--- src/rtl/psg_pkg.sv ---
// Shared types, register map and level table for the sound generator.
package psg_pkg;

  localparam int NUM_REGS = 14;

  // Register map of the generator's byte registers.
  localparam logic [3:0] REG_NOISE_PER = 4'd6;
  localparam logic [3:0] REG_MIXER     = 4'd7;
  localparam logic [3:0] REG_VOL_A     = 4'd8;
  localparam logic [3:0] REG_ENV_LO    = 4'd11;
  localparam logic [3:0] REG_ENV_HI    = 4'd12;
  localparam logic [3:0] REG_ENV_SHAPE = 4'd13;
  localparam logic [3:0] REG_LIMIT     = 4'd14;

  // Configuration register indexes.
  localparam logic CFG_EMU_ENABLE = 1'b0;
  localparam logic CFG_TURBO      = 1'b1;

  // Envelope mode bits.
  localparam logic [2:0] ENV_MODE_IDLE    = 3'd0;
  localparam logic [2:0] ENV_MODE_PENDING = 3'd2;
  localparam logic [2:0] ENV_MODE_DOWN    = 3'd4;
  localparam logic [2:0] ENV_MODE_UP      = 3'd5;

  // The feedback taps reach one bit above the 17-bit shift register.
  localparam logic [17:0] LFSR_TAPS  = 18'h24000;
  localparam logic [16:0] LFSR_SEED  = 17'h00001;
  localparam logic [11:0] TONE_MIN   = 12'd6;
  localparam logic [15:0] TICK_STATES = 16'd16;

  typedef struct packed {
    logic [2:0]  mode;
    logic [4:0]  step;
    logic [15:0] count;
  } env_state_t;

  // Logarithmic volume table.
  function automatic logic [7:0] vol_lut(input logic [3:0] idx);
    logic [7:0] v;
    case (idx)
      4'd0:    v = 8'h00;
      4'd1:    v = 8'h03;
      4'd2:    v = 8'h05;
      4'd3:    v = 8'h07;
      4'd4:    v = 8'h0A;
      4'd5:    v = 8'h0F;
      4'd6:    v = 8'h15;
      4'd7:    v = 8'h23;
      4'd8:    v = 8'h2B;
      4'd9:    v = 8'h43;
      4'd10:   v = 8'h5A;
      4'd11:   v = 8'h73;
      4'd12:   v = 8'h92;
      4'd13:   v = 8'hAF;
      4'd14:   v = 8'hD9;
      default: v = 8'hFF;
    endcase
    return v;
  endfunction

endpackage

--- src/rtl/psg_env.sv ---
// Envelope generator: next state of the envelope for one tick.
module psg_env import psg_pkg::*; (
  input  env_state_t  cur,
  input  logic [15:0] period,
  input  logic [3:0]  shape,
  output env_state_t  nxt
);

  logic [15:0]       period_eff;
  logic [2:0]        mode;
  logic signed [5:0] step;

  always_comb begin
    period_eff = (period == 16'd0) ? 16'd1 : period;
    nxt  = cur;
    mode = cur.mode;
    step = $signed({1'b0, cur.step});
    if (cur.count < period_eff) begin
      nxt.count = cur.count + 16'd1;
    end else begin
      nxt.count = 16'd0;
      if (mode[1]) begin
        case (shape) inside
          4'd0, 4'd1, 4'd2, 4'd3, 4'd8, 4'd9, 4'd10, 4'd11: begin
            mode = ENV_MODE_DOWN;
            step = 6'sd16;
          end
          default: begin
            mode = ENV_MODE_UP;
            step = -6'sd1;
          end
        endcase
      end
      if (mode[2]) begin
        case (shape) inside
          4'd0, 4'd1, 4'd2, 4'd3, 4'd9: begin
            step = step - 6'sd1;
            if (step <= 6'sd0) begin
              step = 6'sd0;
              mode = ENV_MODE_IDLE;
            end
          end
          4'd4, 4'd5, 4'd6, 4'd7, 4'd15: begin
            step = step + 6'sd1;
            if (step >= 6'sd16) begin
              step = 6'sd0;
              mode = ENV_MODE_IDLE;
            end
          end
          4'd8: begin
            step = step - 6'sd1;
            if (step < 6'sd0) step = 6'sd15;
          end
          4'd10, 4'd14: begin
            step = mode[0] ? step + 6'sd1 : step - 6'sd1;
            if (step >= 6'sd16) begin
              step = 6'sd15;
              mode = ENV_MODE_DOWN;
            end
            if (step < 6'sd0) begin
              step = 6'sd0;
              mode = ENV_MODE_UP;
            end
          end
          4'd11: begin
            step = step - 6'sd1;
            if (step < 6'sd0) begin
              step = 6'sd15;
              mode = ENV_MODE_IDLE;
            end
          end
          4'd12: begin
            step = step + 6'sd1;
            if (step >= 6'sd16) step = 6'sd0;
          end
          default: begin
            step = step + 6'sd1;
            if (step >= 6'sd15) begin
              step = 6'sd15;
              mode = ENV_MODE_IDLE;
            end
          end
        endcase
      end
      nxt.mode = mode;
      nxt.step = step[4:0];
    end
  end

endmodule

--- src/rtl/psg_tone_noise_envelope.sv ---
// Top level of the three-channel tone, noise and envelope sound generator.
//
// Usage: each input word on the in_ channel is either a register write
// (in_kind = 1, in_reg_index / in_reg_value) or a report of elapsed CPU
// clock states (in_kind = 0, in_tstates). Clock states gather in a 16-bit
// saturating prescaler; when it holds more than 15, sixteen are taken off
// and the generator runs one tick. Each tick produces one output word on
// the out_ channel carrying the three channel levels. Register writes and
// time words that do not reach a tick produce no output word.
// The cfg_ port holds two one-bit controls: index 0 enables the generator,
// index 1 (turbo) freezes it. Write them only while the block is idle.
// Timing: a word is captured in an input register, then processed by the
// tone, noise and envelope logic straight into the output register once
// that register is free or draining, so out_valid rises only after the
// input register has held the word. One word is accepted every clock cycle
// while the output side keeps up; the input register and the output
// register together keep in_ready high while a result waits to be taken.
// When out_ready stays low, one finished word is held and one more word is
// parked in the input register before in_ready falls.
// Reset (rst_n low, synchronous) clears the byte registers, the prescaler and
// the counters, loads the noise shift register with one and enables
// the generator.
module psg_tone_noise_envelope import psg_pkg::*; (
  input  logic       clk,
  input  logic       rst_n,
  input  logic       in_valid,
  output logic       in_ready,
  input  logic       in_kind,
  input  logic [5:0] in_tstates,
  input  logic [3:0] in_reg_index,
  input  logic [7:0] in_reg_value,
  output logic       out_valid,
  input  logic       out_ready,
  output logic [7:0] out_level_a,
  output logic [7:0] out_level_b,
  output logic [7:0] out_level_c,
  input  logic       cfg_we,
  input  logic       cfg_index,
  input  logic       cfg_wdata
);

  // Configuration.
  logic emu_en_r, turbo_r;

  // Input register.
  logic       s1_valid_r, s1_kind_r;
  logic [5:0] s1_tstates_r;
  logic [3:0] s1_idx_r;
  logic [7:0] s1_val_r;

  // Generator state.
  logic [7:0]  regs_r [NUM_REGS];
  logic [15:0] acc_r, acc_nxt;
  logic [11:0] tone_cnt_r [3];
  logic [11:0] tone_cnt_nxt [3];
  logic [2:0]  tone_out_r, tone_out_nxt;
  logic [4:0]  noise_cnt_r, noise_cnt_nxt;
  logic [4:0]  noise_per_r, noise_per_nxt;
  logic [16:0] lfsr_r, lfsr_nxt;
  logic [17:0] lfsr_x;
  logic        noise_out_r, noise_out_nxt;
  env_state_t  env_r, env_tick;

  // Output register.
  logic       out_valid_r;
  logic [7:0] level_r [3];
  logic [7:0] level_nxt [3];

  logic        s1_go, tick;
  logic [16:0] acc_sum;
  logic [15:0] acc_sat;
  logic [11:0] tone_per;
  logic        mix_t, mix_n;
  logic [7:0]  vol;

  // The input word advances when the output register is free or draining.
  assign s1_go    = s1_valid_r && (!out_valid_r || out_ready);
  assign in_ready = !s1_valid_r || s1_go;

  assign out_valid   = out_valid_r;
  assign out_level_a = level_r[0];
  assign out_level_b = level_r[1];
  assign out_level_c = level_r[2];

  // Prescaler: saturating add, then one tick once more than 15 states are in.
  assign acc_sum = {1'b0, acc_r} + {11'd0, s1_tstates_r};
  assign acc_sat = acc_sum[16] ? 16'hFFFF : acc_sum[15:0];
  assign tick    = !s1_kind_r && emu_en_r && !turbo_r && (acc_sat > 16'd15);

  always_comb begin
    acc_nxt = acc_r;
    if (!s1_kind_r && emu_en_r && !turbo_r) begin
      acc_nxt = tick ? acc_sat - TICK_STATES : acc_sat;
    end
  end

  psg_env u_env (
    .cur    (env_r),
    .period ({regs_r[REG_ENV_HI], regs_r[REG_ENV_LO]}),
    .shape  (regs_r[REG_ENV_SHAPE][3:0]),
    .nxt    (env_tick)
  );

  // Tone dividers: a period below six holds the output high.
  always_comb begin
    tone_per = '0;
    for (int ch = 0; ch < 3; ch++) begin
      tone_per         = {regs_r[4'(2*ch+1)][3:0], regs_r[4'(2*ch)]};
      tone_cnt_nxt[ch] = tone_cnt_r[ch];
      tone_out_nxt[ch] = tone_out_r[ch];
      if (tone_per < TONE_MIN) begin
        tone_out_nxt[ch] = 1'b1;
      end else if (tone_cnt_r[ch] < tone_per) begin
        tone_cnt_nxt[ch] = tone_cnt_r[ch] + 12'd1;
      end else begin
        tone_out_nxt[ch] = ~tone_out_r[ch];
        tone_cnt_nxt[ch] = 12'd0;
      end
    end
  end

  // Noise divider. The shift register steps and the period is re-latched
  // only when the divider wraps. The feedback is formed one bit wider, so
  // a set low bit lands in the top bit after the shift.
  always_comb begin
    noise_cnt_nxt = noise_cnt_r;
    noise_per_nxt = noise_per_r;
    lfsr_nxt      = lfsr_r;
    noise_out_nxt = noise_out_r;
    lfsr_x        = lfsr_r[0] ? ({1'b0, lfsr_r} ^ LFSR_TAPS) : {1'b0, lfsr_r};
    if (noise_cnt_r < noise_per_r) begin
      noise_cnt_nxt = noise_cnt_r + 5'd1;
    end else begin
      if (lfsr_r[1] ^ lfsr_r[0]) noise_out_nxt = ~noise_out_r;
      lfsr_nxt      = lfsr_x[17:1];
      noise_cnt_nxt = 5'd0;
      noise_per_nxt = (regs_r[REG_NOISE_PER][4:0] == 5'd0) ?
                      5'd1 : regs_r[REG_NOISE_PER][4:0];
    end
  end

  // Mixer: a channel sounds only where both its tone and noise gates pass.
  always_comb begin
    mix_t = 1'b0;
    mix_n = 1'b0;
    vol   = '0;
    for (int ch = 0; ch < 3; ch++) begin
      mix_t = tone_out_nxt[ch] | regs_r[REG_MIXER][ch];
      mix_n = noise_out_nxt | regs_r[REG_MIXER][ch+3];
      vol   = regs_r[REG_VOL_A + 4'(ch)];
      if (!(mix_t && mix_n)) begin
        level_nxt[ch] = 8'h00;
      end else if (vol[4]) begin
        level_nxt[ch] = vol_lut(env_tick.step[3:0]);
      end else begin
        level_nxt[ch] = vol_lut(vol[3:0]);
      end
    end
  end

  always_ff @(posedge clk) begin
    if (!rst_n) begin
      emu_en_r    <= 1'b1;
      turbo_r     <= 1'b0;
      s1_valid_r  <= 1'b0;
      out_valid_r <= 1'b0;
      acc_r       <= '0;
      tone_out_r  <= '0;
      noise_cnt_r <= '0;
      noise_per_r <= '0;
      lfsr_r      <= LFSR_SEED;
      noise_out_r <= 1'b0;
      env_r       <= '{mode: ENV_MODE_IDLE, step: 5'd0, count: 16'd0};
      for (int i = 0; i < NUM_REGS; i++) regs_r[i] <= '0;
      for (int i = 0; i < 3; i++) tone_cnt_r[i] <= '0;
    end else begin
      if (cfg_we) begin
        if (cfg_index == CFG_EMU_ENABLE) emu_en_r <= cfg_wdata;
        if (cfg_index == CFG_TURBO)      turbo_r  <= cfg_wdata;
      end

      if (in_ready) s1_valid_r <= in_valid;

      if (s1_go) begin
        out_valid_r <= tick;
      end else if (out_ready) begin
        out_valid_r <= 1'b0;
      end

      if (s1_go) begin
        if (s1_kind_r) begin
          if (s1_idx_r < REG_LIMIT) regs_r[s1_idx_r] <= s1_val_r;
          if (s1_idx_r == REG_ENV_SHAPE) env_r.mode <= ENV_MODE_PENDING;
        end
        acc_r <= acc_nxt;
        if (tick) begin
          env_r       <= env_tick;
          tone_out_r  <= tone_out_nxt;
          noise_cnt_r <= noise_cnt_nxt;
          noise_per_r <= noise_per_nxt;
          lfsr_r      <= lfsr_nxt;
          noise_out_r <= noise_out_nxt;
          for (int i = 0; i < 3; i++) tone_cnt_r[i] <= tone_cnt_nxt[i];
        end
      end
    end
  end

  // Payload registers.
  always_ff @(posedge clk) begin
    if (in_ready && in_valid) begin
      s1_kind_r    <= in_kind;
      s1_tstates_r <= in_tstates;
      s1_idx_r     <= in_reg_index;
      s1_val_r     <= in_reg_value;
    end
    if (s1_go && tick) begin
      for (int i = 0; i < 3; i++) level_r[i] <= level_nxt[i];
    end
  end

  // The noise shift register can never lock up at zero.
  a_lfsr_nonzero: assert property (@(posedge clk) disable iff (!rst_n)
    lfsr_r != 17'd0)
    else $error("noise shift register reached zero");

  // The stored envelope step always indexes the sixteen-entry table.
  a_env_step_range: assert property (@(posedge clk) disable iff (!rst_n)
    env_r.step <= 5'd15)
    else $error("envelope step out of range");

  // The input side stalls only when both registers are full and blocked.
  a_stall_cause: assert property (@(posedge clk) disable iff (!rst_n)
    !in_ready |-> (s1_valid_r && out_valid_r && !out_ready))
    else $error("input stalled without a blocked output");

  // A result is only produced by a time word that reaches a tick.
  a_result_source: assert property (@(posedge clk) disable iff (!rst_n)
    (s1_go && s1_kind_r) |=> !out_valid_r)
    else $error("register write produced a result");

endmodule

--- config.mk ---
export PLATFORM = sky130hd
export DESIGN_NAME = psg_tone_noise_envelope
export DESIGN_NICKNAME = d
export VERILOG_FILES = /design/src/rtl/psg_pkg.sv /design/src/rtl/psg_env.sv /design/src/rtl/psg_tone_noise_envelope.sv
export SDC_FILE = /design/constraint.sdc
export NUM_CORES = 1
export LEC_CHECK = 0
export ABC_AREA = 1
export ABC_CLOCK_PERIOD_IN_PS = 7150
export BUFFER_PORTS_ARGS = -buffer_cell sky130_fd_sc_hd__buf_2
export CORE_ASPECT_RATIO = 0.5
export CORE_UTILIZATION = 35
export CTS_CLUSTER_SIZE = 40
export DETAILED_ROUTE_END_ITERATION = 16
export HOLD_SLACK_MARGIN = 0.15
export PLACE_DENSITY_LB_ADDON = 0.1
export SYNTH_ARGS = -nofsm -noshare
export SYNTH_HDL_FRONTEND = slang
export SYNTH_SLANG_ARGS = --single-unit
--- constraint.sdc ---
create_clock -name clk -period 7.15 [get_ports clk]
set_input_delay 1.0725 -clock clk [delete_from_list [all_inputs] [get_ports clk]]
set_output_delay 1.0725 -clock clk [all_outputs]
set_load 0.02 [all_outputs]
## After elaboration in Yosys (flattened, before gate mapping)

Memories as Yosys holds them, arrays and structs flattened.
Cells that the tools add are included.

- Muxes and demuxes: 90
- Bitwise operators: 18
- Eq/ne operators: 16
- Magnitude comparators: 16
- Add/subtract/negate cells: 9
- Reduce and logical (&&, ||, !) cells: 33

Operator list:

| kind | count |
|---|---|
| $mux 12 | 9 |
| $mux 5 | 14 |
| $mux 6 | 11 |
| $mux 16 | 4 |
| $mux 8 | 8 |
| $mux 3 | 16 |
| $add 12x1->12 const B | 3 |
| $lt 12x12->1 | 3 |
| $lt 12x3->1 const B | 3 |
| $eq 4x4->1 const B | 8 |
| $mux 1 | 24 |
| $mux 24 | 1 |
| $mux 18 | 1 |
| $add 16x6->17 | 1 |
| $add 16x1->16 const B | 1 |
| $eq 4x3->1 const B | 4 |
| $gt 16x4->1 const B | 1 |
| $logic_not 16->1 | 1 |
| $lt 16x16->1 | 1 |
| $reduce_or 8->1 | 2 |
| $sub 16x5->16 const B | 1 |
| $ge 6x6->1 const B | 2 |
| $lt 6x1->1 const B | 2 |
| $reduce_or 5->1 | 2 |
| other kinds (26) | 59 |

- Register bits after elaboration: 94
- Bits in read-only memories: 768
- Memory bits (writable): 172
- Input port bits: 26
- Output and inout port bits: 26
- Memories kept: 9

Memories:

| memory | depth | width | read ports | clocked after Yosys merged registers in | write ports | line | RTL |
|---|---|---|---|---|---|---|---|
| (name not given) | 16 | 8 | 1 | 0 | 0 | psg_pkg.sv:40 | `case (idx)` |
| (name not given) | 16 | 8 | 1 | 0 | 0 | psg_pkg.sv:40 |  |
| (name not given) | 16 | 8 | 1 | 0 | 0 | psg_pkg.sv:40 |  |
| (name not given) | 16 | 8 | 1 | 0 | 0 | psg_pkg.sv:40 |  |
| (name not given) | 16 | 8 | 1 | 0 | 0 | psg_pkg.sv:40 |  |
| (name not given) | 16 | 8 | 1 | 0 | 0 | psg_pkg.sv:40 |  |
| +3 memories | -- | -- | -- | -- | -- | -- |  |

## Longest topological paths before layout

An unclocked memory read counts as a cell.

- Depth in word-level cells: 27
- Mapped depth: 28

## Modules after synthesis

A second synthesis with hierarchy kept.

- Cells, all modules: 1801
- Area total of the unflattened synthesis: 14279.9 µm²

By module, submodules not included:

| module | instances | seq. area each (µm²) | cells an instance | area an instance (µm²) |
|---|---|---|---|---|
| psg_tone_noise_envelope | 1 | 6336.1 | 1427 | 12400.6 |
| psg_env | 1 | 0.0 | 374 | 1879.3 |

## Least setup slack after synthesis

No wires, ideal clock.

- Path type: flip-flop to flip-flop
- Start point: register s1_tstates_r[0]
- End point: memory tone_cnt_r[0][0] (enable)
- Buffers on the path: 2
- Library setup time: 0.398 ns
- Data required time: 6.752 ns
- Stages on the path, launching flop included: 24
- Arrival: 3.529 ns
- Period minus slack after synthesis: 3.926 ns
- Setup slack: 3.224 ns
- Path through: edfxtp_1 > ha_1 > inv_1 > fa_1 > inv_1 > nand3_1 > nand2_1 > nand2_1 > nand2_1 > nand2_1 > nand2_1 > nand3_1 > inv_1 > nand3_1 > inv_1 > nor2_1 > ha_1 > nand2_1 > nand2_1 > nand2_4 > nand2_8 > buf_6 > buf_4 > o21ai_0

RTL lines:

| element | line | RTL |
|---|---|---|
| from (decl) | psg_tone_noise_envelope.sv:47 | `logic [5:0] s1_tstates_r;` |
| from (signal assigned) | psg_tone_noise_envelope.sv:213 | `s1_tstates_r <= in_tstates;` |
| to (decl) | psg_tone_noise_envelope.sv:54 | `logic [11:0] tone_cnt_r [3];` |

==> flow_summary_export.csv <==
group,metric,value,unit
setup_path,crit_fanout,44,
synthesis,yosysSeqAreaShare,45.41,%
sta,whs,0.4653,ns
clocking,cts-root-buf,"clkbuf_16",
setup_path,path_cells,"ha_1 > inv_1 > fa_1 > inv_1 > nand3_1 > nand2_1 > nand2_1 > nand2_1 > nand2_1 > nand2_1 > nand2_2 > nor2_4 > nand3_4 > nand3_1 > nor2_1 > nand2_1 > nand2_1 > nand2_4 > nand2_8 > o21ai_1",
finish,final_layout_size_suffix_gt1_share,7.995,%
floorplan,rows,51,
floorplan,die_area,40720,sq um
detailed_routing,initialDrtViolationCount,697,
detailed_routing,post-route-drc-count,0,
min_path,hold_path.class,"flop to flop",
sta,worstMarginPinSlew,1.147,ns
power,p_per_area,208.1,nW/um^2
synthesis,synthCells,1717,
power,pwr-share-seq,48.8,%
clocking,cts.clk_slew.worst_paths,0.06,ns
setup_path,crit_family,"simple AND/OR/NAND/NOR gates",
setup_path,worst_path_most_repeated_cell,"nand2_1",
detailed_routing,vias,11030,
clocking,cts_num_sinks,236,
setup_path,critPathCaptureType,"flop",
detailed_routing,final_antenna_net_count,0,
clocking,cts_resized,0,
power,p_switching,869.9,uW
sta,hold_viol,0,
synthesis,yosysUniqueCellTypes,55,
clocking,clockBufferDepth,3,
setup_path,slowest_stage,"o21ai_1",
floorplan,start_util,35.67,%
clocking,postCtsHoldBufs,0,
power,power_frac_clock,38.7,%
sta,post-route-period-util,57.95,%
synthesis,synth-main-ff-cell,"edfxtp_1",
sta,slew_violations,0,
power,comb_power_share,12.5,%
sta,fin_crit,4.143,ns
finish,seq_area,6336,sq um
synthesis,async_flop_share,0,%
synthesis,avgSynthCellArea,8.127,sq um
sta,rsz0062_at_grt,"no",
floorplan,die_w,284.4,um
finish,layout_commonest_cell,"nand2_1",
sta,maxSlewHeadroom,23.00,%
power,peakVddDrop,0.1467,mV
floorplan,ios,52,
detailed_routing,wire_per_inst,14.69,um
power,swShare,27.09,%
power,total_power,3.211,mW
sta,tns,0,ns
clocking,clkLatencyLatePin,0.55,ns
floorplan,design.core.area,39120,sq um
global_route,gr-total-overflow,0,
finish,areaGrowthSynthToFinish,10.55,%
global_route,grt_pass1_vias,10570,
sta,fmax,0.2413,GHz
setup_path,worstPathArrival,4.31,ns
detailed_routing,dr.pass1.iters,5,
setup_path,rrSetupSlack,3.01,ns
clocking,htree_levels,1,
synthesis,synth_edf_count,161,
setup_path,worstPathRequired,7.31,ns
global_route,antenna_found_initial,1,
placed_design,gp_congestion,0.8279,
global_route,grt_usage,16.97,%
placed_design,hpwl,24540,um
placed_design,portBuffers,51,
detailed_routing,vias_per_cell,4.782,
power,p_leak,6.727,nW
finish,n_fill_cell,4022,
clocking,numCtsBuffers,24,
finish,final_nets,1877,
synthesis,ys_warn_count,0,
finish,multiInputGateArea,6490,sq um
setup_path,slowest_delay,0.99,ns
synthesis,synth_nets,1835,
outcome,status,"finished clean",
detailed_routing,wl,33880,um
floorplan,fp.dieH,143.2,um
global_route,grt_pass1_wl,55620,um
sta,setup_viol,0,
synthesis,synth_area,13950,sq um
clocking,cts_setup_buffers,0,
setup_path,path_buf_inv,2,
setup_path,path_class,"flop to flop",
synthesis,ys_ff_latch,236,
finish,most-common-layout-cells,"342 x nand2_1, 256 x nor2_1, 234 x inv_1, 161 x edfxtp_1, 110 x a21oi_1",
sta,skew,0.02591,ns
clocking,cts_tree,"done",
setup_path,cp-start-kind,"flop",
power,p_int,2.341,mW
job,maxCapViolCount,0,
global_route,grt_max_degree,45,
-- layer usage --
metal	share of wire (%)	vias to the layer above	wire [um]	GRT usage, %
met5	0	-	0	0
met4	1.7	0	587	3.141
met3	3.5	35	1196	2.396
met2	44	157	14780	27.52
met1	51	5057	17320	24.19
li1	-	5782	-	-
-- cells in the mapped netlist, drive strengths merged, types with 2 or more instances --
| library cell | n | area share [%] |
|---|---|---|
| a211oi | 8 | 0.50 |
| a21boi | 2 | 0.11 |
| a21oi | 111 | 4.0 |
| a311oi | 2 | 0.13 |
| a31oi | 3 | 0.13 |
| buf | 18 | 1.0 |
| clkbuf | 20 | 0.54 |
| clkinv | 2 | 0.054 |
| dfxtp | 75 | 11 |
| edfxtp | 161 | 35 |
| ha | 91 | 8.2 |
| inv | 241 | 6.5 |
| nand2 | 354 | 9.9 |
| nand3 | 105 | 4.1 |
| nand3b | 5 | 0.27 |
| nand4 | 19 | 0.85 |
| nor2 | 265 | 7.5 |
| nor3 | 37 | 1.4 |
| nor3b | 10 | 0.65 |
| nor4 | 8 | 0.36 |
| o2111ai | 3 | 0.19 |
| o211ai | 16 | 0.86 |
| o21ai | 95 | 3.4 |
| o311ai | 3 | 0.19 |
| o31ai | 6 | 0.36 |
| or2 | 11 | 0.49 |
| xnor2 | 8 | 0.50 |
| xor2 | 28 | 1.8 |
-- power by group through the flow --
stage	Combinational, mW	Sequential (mW)	Clock, mW
detailed placement	0.403	1.60	0
global placement	0.405	1.60	0
global route	0.463	1.57	1.34
CTS	0.405	1.57	1.29
finish	0.402	1.57	1.24
floorplan	0.298	1.59	0
-- cells by family (layout without fill, tap and decap cells) --
logic type | after synthesis | count (layout) | synth area share, %
and+or+nand+nor | 817 | 817 | 25.69
buffers and inverters | 281 | 340 | 8.079
AOI/OAI and AO/OA | 255 | 255 | 10.26
DFF | 236 | 236 | 45.41
adders and majority gates | 92 | 92 | 8.303
xor gates and xnor gates | 36 | 36 | 2.260
other | 0 | 1 | 0
-- stage by stage --
step / cell area [sq um] / utilization [%] / worst slack [ns] / instances
CTS: 15420 / 39.43 / 2.972 / 2306
detailed placement: 14680 / 37.53 / 2.926 / 2263
global placement: 14680 / 37.53 / 3.001 / 2263
floorplan: 13950 / - / 3.224 / 1717
global route: 15430 / 39.44 / 2.479 / 2307
finish: 15430 / 39.44 / 3.007 / 2307
-- worst paths after layout --
check,start,cells past startpoint,to
setup / recovery,s1_tstates_r[0],20,tone_cnt_r[0][19]
hold / removal,turbo_r,2,turbo_r
setup reg to reg,s1_tstates_r[0],20,tone_cnt_r[0][19]
hold reg to reg,turbo_r,2,turbo_r
-- worst register-to-register path, cell delays in order, from the launching register on --
cell and delay [ns]:
edfxtp_1 0.34, ha_1 0.15, inv_1 0.06, fa_1 0.39
inv_1 0.07, nand3_1 0.06, nand2_1 0.13, nand2_1 0.06
nand2_1 0.07, nand2_1 0.05, nand2_1 0.08, nand2_2 0.08
nor2_4 0.13, nand3_4 0.19, nand3_1 0.22, nor2_1 0.10
nand2_1 0.14, nand2_1 0.11, nand2_4 0.11, nand2_8 0.21
o21ai_1 1.02
-- registers in the layout, indices dropped and copies added, names as in the netlist, 5 cells and up --
register and count:
acc_r 16, env_r 24, level_r 24, lfsr_r 17, noise_cnt_r 5, noise_per_r 5
regs_r 82, s1_tstates_r 6, s1_val_r 8, tone_cnt_r 36
-- final cells by class --
type | instances | area share [%]
clock inverter | 10 | 0.7138
multi-input combinational | 1200 | 42.07
timing repair buffer | 54 | 1.801
tap | 530 | 4.299
antenna | 1 | 0.01622
clock buffer | 33 | 4.112
sequential | 236 | 41.07
inverter | 243 | 5.913
Note: power is estimated with default switching activity, not from simulation.
